[src/hw/rtl/vppe_pkg.sv]
// ----------------------------------------------------------------------------
// Velocity profile evaluator package
// Shared constants, codes and the control and status types between the
// controller and the datapath.
// ----------------------------------------------------------------------------
package vppe_pkg;

    localparam int LAST_POINT_INDEX = 15;
    localparam int TABLE_DEPTH      = LAST_POINT_INDEX + 1;
    localparam int DIV_STEPS        = 64;

    localparam logic [1:0] ST_OK         = 2'd0;
    localparam logic [1:0] ST_BAD_COUNT  = 2'd1;
    localparam logic [1:0] ST_DECREASING = 2'd2;
    localparam logic [1:0] ST_RANGE      = 2'd3;

    localparam logic CFG_INITIAL_POSITION = 1'b0;
    localparam logic CFG_POINT_COUNT      = 1'b1;

    localparam logic MODE_WRITE = 1'b0;
    localparam logic MODE_QUERY = 1'b1;

    typedef enum logic [4:0] {
        CMD_NONE,
        CMD_WRITE,
        CMD_START,
        CMD_BADCNT,
        CMD_SCAN,
        CMD_RANGE,
        CMD_PREV,
        CMD_WALK,
        CMD_MUL,
        CMD_ACC,
        CMD_ADIV_LOAD,
        CMD_DIV,
        CMD_ASET,
        CMD_VEND,
        CMD_VMUL,
        CMD_VDIV_LOAD,
        CMD_VSET,
        CMD_XACC,
        CMD_OUT
    } cmd_e_t;

    typedef enum logic [4:0] {
        S_IDLE,
        S_CHECK,
        S_SCAN,
        S_RANGE,
        S_PREV,
        S_WALK,
        S_MUL1,
        S_ACC,
        S_SEGA,
        S_ADIV,
        S_ASET,
        S_VEND,
        S_VMUL,
        S_MUL2,
        S_VDIVL,
        S_VDIV,
        S_VSET,
        S_MUL3,
        S_XACC,
        S_OUT
    } state_t;

    typedef struct packed {
        logic bad_count;
        logic last;
        logic range_err;
        logic brk;
        logic dt_zero;
        logic div_done;
        logic end_case;
        logic out_free;
    } dp_stat_t;

endpackage

[src/hw/rtl/vppe_ctrl.sv]
// ----------------------------------------------------------------------------
// Velocity profile evaluator controller
// Sequences table scans, segment walk, multiplications and divisions.
// ----------------------------------------------------------------------------
module vppe_ctrl (
    input  logic              clk,
    input  logic              rst_n,
    input  logic              in_valid,
    input  logic              in_mode,
    output logic              in_ready,
    input  vppe_pkg::dp_stat_t stat,
    output vppe_pkg::cmd_e_t  cmd
);

    vppe_pkg::state_t state_reg;
    vppe_pkg::state_t state_next;

    always_ff @(posedge clk or negedge rst_n)
    begin
        if (!rst_n)
        begin
            state_reg <= vppe_pkg::S_IDLE;
        end
        else
        begin
            state_reg <= state_next;
        end
    end

    always_comb
    begin
        state_next = state_reg;
        unique case (state_reg)
            vppe_pkg::S_IDLE:
            begin
                if (in_valid && in_mode == vppe_pkg::MODE_QUERY)
                begin
                    state_next = vppe_pkg::S_CHECK;
                end
            end
            vppe_pkg::S_CHECK:
            begin
                state_next = stat.bad_count ? vppe_pkg::S_OUT : vppe_pkg::S_SCAN;
            end
            vppe_pkg::S_SCAN:
            begin
                if (stat.last)
                begin
                    state_next = vppe_pkg::S_RANGE;
                end
            end
            vppe_pkg::S_RANGE:
            begin
                state_next = stat.range_err ? vppe_pkg::S_OUT : vppe_pkg::S_PREV;
            end
            vppe_pkg::S_PREV:  state_next = vppe_pkg::S_WALK;
            vppe_pkg::S_WALK:
            begin
                state_next = stat.brk ? vppe_pkg::S_SEGA : vppe_pkg::S_MUL1;
            end
            vppe_pkg::S_MUL1:  state_next = vppe_pkg::S_ACC;
            vppe_pkg::S_ACC:
            begin
                state_next = stat.last ? vppe_pkg::S_SEGA : vppe_pkg::S_WALK;
            end
            vppe_pkg::S_SEGA:
            begin
                state_next = stat.dt_zero ? vppe_pkg::S_ASET : vppe_pkg::S_ADIV;
            end
            vppe_pkg::S_ADIV:
            begin
                if (stat.div_done)
                begin
                    state_next = vppe_pkg::S_ASET;
                end
            end
            vppe_pkg::S_ASET:
            begin
                state_next = stat.end_case ? vppe_pkg::S_VEND : vppe_pkg::S_VMUL;
            end
            vppe_pkg::S_VEND:  state_next = vppe_pkg::S_OUT;
            vppe_pkg::S_VMUL:  state_next = vppe_pkg::S_MUL2;
            vppe_pkg::S_MUL2:  state_next = vppe_pkg::S_VDIVL;
            vppe_pkg::S_VDIVL: state_next = vppe_pkg::S_VDIV;
            vppe_pkg::S_VDIV:
            begin
                if (stat.div_done)
                begin
                    state_next = vppe_pkg::S_VSET;
                end
            end
            vppe_pkg::S_VSET:  state_next = vppe_pkg::S_MUL3;
            vppe_pkg::S_MUL3:  state_next = vppe_pkg::S_XACC;
            vppe_pkg::S_XACC:  state_next = vppe_pkg::S_OUT;
            vppe_pkg::S_OUT:
            begin
                if (stat.out_free)
                begin
                    state_next = vppe_pkg::S_IDLE;
                end
            end
            default: state_next = vppe_pkg::S_IDLE;
        endcase
    end

    always_comb
    begin
        in_ready = 1'b0;
        cmd      = vppe_pkg::CMD_NONE;
        unique case (state_reg)
            vppe_pkg::S_IDLE:
            begin
                in_ready = 1'b1;
                if (in_valid)
                begin
                    cmd = (in_mode == vppe_pkg::MODE_QUERY) ? vppe_pkg::CMD_START
                                                            : vppe_pkg::CMD_WRITE;
                end
            end
            vppe_pkg::S_CHECK:
            begin
                if (stat.bad_count)
                begin
                    cmd = vppe_pkg::CMD_BADCNT;
                end
            end
            vppe_pkg::S_SCAN:  cmd = vppe_pkg::CMD_SCAN;
            vppe_pkg::S_RANGE: cmd = vppe_pkg::CMD_RANGE;
            vppe_pkg::S_PREV:  cmd = vppe_pkg::CMD_PREV;
            vppe_pkg::S_WALK:  cmd = vppe_pkg::CMD_WALK;
            vppe_pkg::S_MUL1:  cmd = vppe_pkg::CMD_MUL;
            vppe_pkg::S_ACC:   cmd = vppe_pkg::CMD_ACC;
            vppe_pkg::S_SEGA:  cmd = vppe_pkg::CMD_ADIV_LOAD;
            vppe_pkg::S_ADIV:
            begin
                if (!stat.div_done)
                begin
                    cmd = vppe_pkg::CMD_DIV;
                end
            end
            vppe_pkg::S_ASET:  cmd = vppe_pkg::CMD_ASET;
            vppe_pkg::S_VEND:  cmd = vppe_pkg::CMD_VEND;
            vppe_pkg::S_VMUL:  cmd = vppe_pkg::CMD_VMUL;
            vppe_pkg::S_MUL2:  cmd = vppe_pkg::CMD_MUL;
            vppe_pkg::S_VDIVL: cmd = vppe_pkg::CMD_VDIV_LOAD;
            vppe_pkg::S_VDIV:
            begin
                if (!stat.div_done)
                begin
                    cmd = vppe_pkg::CMD_DIV;
                end
            end
            vppe_pkg::S_VSET:  cmd = vppe_pkg::CMD_VSET;
            vppe_pkg::S_MUL3:  cmd = vppe_pkg::CMD_MUL;
            vppe_pkg::S_XACC:  cmd = vppe_pkg::CMD_XACC;
            vppe_pkg::S_OUT:
            begin
                if (stat.out_free)
                begin
                    cmd = vppe_pkg::CMD_OUT;
                end
            end
            default: cmd = vppe_pkg::CMD_NONE;
        endcase
    end

endmodule

[config.mk]
export PLATFORM = sky130hd
export DESIGN_NAME = vppe_ctrl
export DESIGN_NICKNAME = d
export VERILOG_FILES = /design/src/hw/rtl/vppe_pkg.sv /design/src/hw/rtl/vppe_ctrl.sv
export SDC_FILE = /design/constraint.sdc
export NUM_CORES = 1
export LEC_CHECK = 0
export BUFFER_PORTS_ARGS = -buffer_cell sky130_fd_sc_hd__buf_2
export CORE_MARGIN = 4
export CORE_UTILIZATION = 30
export DETAILED_ROUTE_END_ITERATION = 6
export PLACE_DENSITY = 0.47
export SLEW_MARGIN = 20
export SYNTH_ARGS = -nofsm -noshare
export SYNTH_HDL_FRONTEND = slang
export SYNTH_SLANG_ARGS = --single-unit
export TNS_END_PERCENT = 50
[constraint.sdc]
create_clock -name clk -period 1.9 [get_ports clk]
set_input_delay 0.095 -clock clk [delete_from_list [all_inputs] [get_ports clk]]
set_output_delay 0.095 -clock clk [all_outputs]
set_load 0.005 [all_outputs]
== Word level (Yosys, flattened, before mapping) ==
Index checks and enable logic that the tools add are counted.

* Register bits: 5

* Equal/unequal tests: 24
* Mux-type cells: 19
* Reduce and logical (&&, ||, !) cells: 6

{| class="wikitable"
|+ Operator list
! operator !! number
|-
| 5-bit case mux with 19 select lines || 1
|-
| 5-bit case mux with 17 select lines || 1
|-
| 5-bit by 4-bit == test with 1-bit output, second input constant || 8
|-
| 5-bit 2-to-1 mux || 8
|-
| 5-bit by 3-bit == test with 1-bit output, second input constant || 4
|-
| 5-bit == test, second input constant || 4
|-
| 4-bit 2-to-1 mux || 3
|-
| 5-bit by 2-bit == test with 1-bit output, second input constant || 2
|-
| 2-bit != test, second input constant || 5
|-
| 2-bit 2-to-1 mux || 4
|-
| 5-bit by 1-bit == test with 1-bit output, second input constant || 1
|-
| 5-bit logical NOT || 1
|-
| 5-bit AND reduction || 1
|-
| 2-bit OR reduction || 2
|-
| 3-bit 2-to-1 mux || 1
|-
| 3-bit OR reduction || 1
|-
| 1-bit logical AND || 1
|-
| 1-bit 2-to-1 mux || 1
|}

== Logic depth before layout (Yosys ltp) ==
* Depth in word-level cells: 3
* Mapped depth: 6
* Depth with buffers taken out: 4

== Worst setup path before layout ==
No wires, ideal clock.

* Path kind: register -> register
* Start: reg state_reg[1]
* End: reg state_reg[3]
* Setup time: 0.092 ns
* Arrival time: 1.413 ns
* Path slack: 0.395 ns
* Cell stages (with the launch flop): 5
* Cell sequence: dfrtp_1 -> buf_2 -> o211a_1 -> a2111o_1 -> o31ai_2

* Cells in the longest elaborated chain, start to end: 3
* Elaborated cells between the ends (all ways): 28
* Classes of those cells: 24 x eq/ne; 1 x mux; 3 x reduce/logical

{| class="wikitable"
|+ Ends and longest elaborated chain
! item !! line !! RTL
|-
| start: declaration || vppe_ctrl.sv:15 || <nowiki>vppe_pkg::state_t state_reg;</nowiki>
|-
| start signal: assignment || vppe_ctrl.sv:22 || <nowiki>state_reg <= vppe_pkg::S_IDLE;</nowiki>
|-
| start signal: assignment || vppe_ctrl.sv:26 || <nowiki>state_reg <= state_next;</nowiki>
|-
| 5-bit == test (tied with other cells) || vppe_ctrl.sv:33 || <nowiki>unique case (state_reg)</nowiki>
|-
| 2-bit OR reduction (no source line) or 2-bit != test (tied branches) || - ||
|-
| 5-bit case mux with 19 select lines or 5-bit AND reduction (tied branches) || - ||
|}

Several ways; a longest one is shown, not always the timed one.
A chain may end at the register's enable or synchronous reset.

== Worst setup path after layout ==
* Start: reg state_reg[0]
* End: out cmd[1]

* Cells in the longest elaborated chain, start to end: 3
* Elaborated cells between the ends (all ways): 23
* Classes of those cells: 19 x eq/ne; 1 x mux; 3 x reduce/logical

{| class="wikitable"
|+ Ends and longest elaborated chain
! item !! line !! RTL
|-
| 5-bit == test (tied with other cells) || vppe_ctrl.sv:110 || <nowiki>unique case (state_reg)</nowiki>
|-
| 3-bit OR reduction (no source line) or 2-bit OR reduction (tied branches) || - ||
|-
| 5-bit case mux with 17 select lines (*) || vppe_ctrl.sv:110 ||
|-
| end: declaration || vppe_ctrl.sv:12 || <nowiki>output vppe_pkg::cmd_e_t cmd</nowiki>
|}

Every way passes the cells marked *; elsewhere a longest branch is shown, timed or not.

==> run_results.csv <==
group,metric,value,unit
status,status,"complete, no violations",
sta,fin_skew,5.44,ps
power_and_ir_drop,power_density,1730,nW/um2
sta,finalCriticalPeriod,1790,ps
detailed_routing,dr.pass1.iters,4,
cells_and_area,final_cell_mix,"buf_2, buf_4, nand2_1, o21bai_1",
clock_tree,cts_tree,"built",
worst_setup_path,r2r_cells,5,
detailed_routing,vias,909,
sta,max_slew.worst_pin.slew,498,ps
logic_synthesis,netlist_instances,101,
clock_tree,cts_sinks,5,
place,dp_hpwl,1.90,mm
floorplanning,rows,18,
worst_setup_path,crit_end,"cmd[1]",
floorplanning,die_area,3470,um2
logic_synthesis,ys_types,45,
worst_setup_path,crit_buf_inv,2,
cells_and_area,drive_above_1_share,35.2,%
clock_tree,cts.path.max_buffers,2,
worst_setup_path,critPathKind,"reg2out",
sta,fmax,0.558,GHz
logic_synthesis,yosysTopAreaCellShare,16.1,%
worst_setup_path,startpoint_type,"register",
logic_synthesis,synth_nets,113,
hold_path,min_path_type,"in2async",
sta,setup_violations,0,
grt,grt_max_degree,14,
logic_synthesis,seq_area_frac_synth,16.1,%
sta,rsz0062_at_grt,"false",
floorplanning,pin_count,18,
worst_setup_path,crit_cells,6,
floorplanning,fp.dieH,58.9,um
worst_setup_path,cp-end-kind,"output port",
place,port_buffers,17,
detailed_routing,wl,2.36,mm
job,cap_violations,0,
grt,grt_antenna_before_repair,0,
grt,grt_remaining_overflow,0,
clock_tree,cts.clk_slew.worst_paths,40,ps
grt,grtUsageTotal,15.0,%
power_and_ir_drop,ir_worst_vdd,0.970,mV
sta,slew_headroom,65.9,%
place,gp_congestion,0.850,
grt,grt_pass1_wl,4.17,mm
sta,slew_viol_final,0,
logic_synthesis,synth_area,778,um2
worst_setup_path,worstReg2RegEnd,"state_reg[0]$_DFFE_PN0P_",
sta,hold_violations,0,
logic_synthesis,synth_top_cell_by_area,"dfrtp_1",
detailed_routing,vias_per_cell,5.86,
clock_tree,clock-root-buffer,"clkbuf_4",
worst_setup_path,critical_path.max_fanout,9,
floorplanning,core,2480,um2
worst_setup_path,cp_slowest_cell,"dfrtp_2",
sta,tns,0,ps
logic_synthesis,synthArstFlopShare,100,%
power_and_ir_drop,p_leak,0.423,nW
cells_and_area,n_antenna_cell,0,
floorplanning,initial_core_util,31.4,%
worst_setup_path,required,1800,ps
clock_tree,clk_latency,240,ps
logic_synthesis,synth.ff_latch_count,5,
detailed_routing,initialDrtViolationCount,44,
cells_and_area,area_growth,29.4,%
worst_setup_path,crit_path_start,"state_reg[0]$_DFFE_PN0P_",
worst_setup_path,r2r_start,"state_reg[0]$_DFFE_PN0P_",
detailed_routing,detail-route-antenna-nets,0,
floorplanning,die_w,58.9,um
logic_synthesis,synth_ff_type,"dfrtp_1",
logic_synthesis,synth_area_leaders,"dfrtp_1, o21bai_1, a211oi_1",
sta,period_share,94.3,%
detailed_routing,wire_per_inst,15.2,um
grt,grt_pass1_vias,878,
logic_synthesis,synth.avg_cell_area,7.71,um2
worst_setup_path,cpPeakStageDelay,460,ps
clock_tree,cts-buffers-inserted,3,
power_and_ir_drop,power,1.74,mW
logic_synthesis,synth_edf_count,0,
detailed_routing,route.detailed.drc,0,
logic_synthesis,yosysWarnings,0,
cells_and_area,final_common_cell,"buf_2",
worst_setup_path,worstPathArrival,1700,ps
cells_and_area,largest_reg_flops,5,
worst_setup_path,r2r_setup_slack,130,ps
worst_setup_path,crit_family,"compound AO/OA/AOI/OAI gates",
clock_tree,htree_num_levels,1,
worst_setup_path,crit_chain,"nor4b_2 -> buf_4 -> a32oi_1 -> o21ai_1 -> a311o_1 -> buf_2",
cells_and_area,final_nets,138,
-- routing by layer --
layer	track usage [%]	wire length, um
met1	21.7	1160
met2	22.1	1070
met3	3.95	104
met4	3.56	24
met5	0	0
-- worst min-delay path by stage --
stage	from	end	slack, ps	cells past startpoint
global route	rst_n	state_reg[4]$_DFFE_PN0P_	210	2
floorplan	rst_n	state_reg[0]$_DFFE_PN0P_	-200	0
global placement	rst_n	state_reg[4]$_DFFE_PN0P_	-90	1
finish	rst_n	state_reg[0]$_DFFE_PN0P_	190	2
detailed placement	rst_n	state_reg[4]$_DFFE_PN0P_	-90	1
CTS	rst_n	state_reg[0]$_DFFE_PN0P_	190	2
-- cell type report --
class / count / area [um2]
Tap cell: 30 / 37.5
Clock buffer: 4 / 26.3
Multi-Input combinational cell: 82 / 601
Fill cell: 271 / 1470
Timing Repair Buffer: 30 / 198
Inverter: 4 / 15.0
Sequential cell: 5 / 130
-- per-stage QoR --
step	area [um2]	cells	hold WS [ps]	utilization, %	worst slack, ps
2_1_floorplan	778	101	-201	-	395
5_1_grt	1010	155	212	40.7	18.2
6_report	1010	155	193	40.7	107
3_5_place_dp	942	148	-87.5	38.0	127
4_1_cts	978	153	187	39.5	1.57
3_3_place_gp	942	148	-85.5	38.0	153
-- report_power, final --
| part | leakage [nW] | internal (mW) | switching, mW |
|---|---|---|---|
| logic | 0.349 | 0.653 | 0.675 |
| registers | 0.0597 | 0.165 | 0.133 |
| clock network | 0.0150 | 0.0791 | 0.0395 |
-- synthesized netlist by cell type (all sizes together), types with 2 or more instances --
master   instances
a2111oi          2
a211oi           5
a21oi            3
a22oi            3
a311oi           2
and4b            2
buf             10
dfrtp            5
inv              4
nand2            7
nand2b           5
nand3            2
nand4b           2
nor2             4
nor2b            6
o211a            2
o21ai            5
o21bai           6
o221ai           2
o22ai            2
or3b             2
-- repair_timing --
item | in CTS | in global routing
hold buffers | 1 | 0
endpoints found under the hold margin | 5 | 0
gates resized for setup | 0 | 7
setup endpoints to repair | 0 | 3
buffers inserted | 0 | 2
-- cells by family after synthesis --
kind of cell	synth area share, %
AO/OA/AOI/OAI	43.7
AND/OR/NAND/NOR	30.1
buffers and inverters	7.88
flip-flops	16.1
XOR/XNOR	2.25
Note: power is estimated with default switching activity, not from simulation.
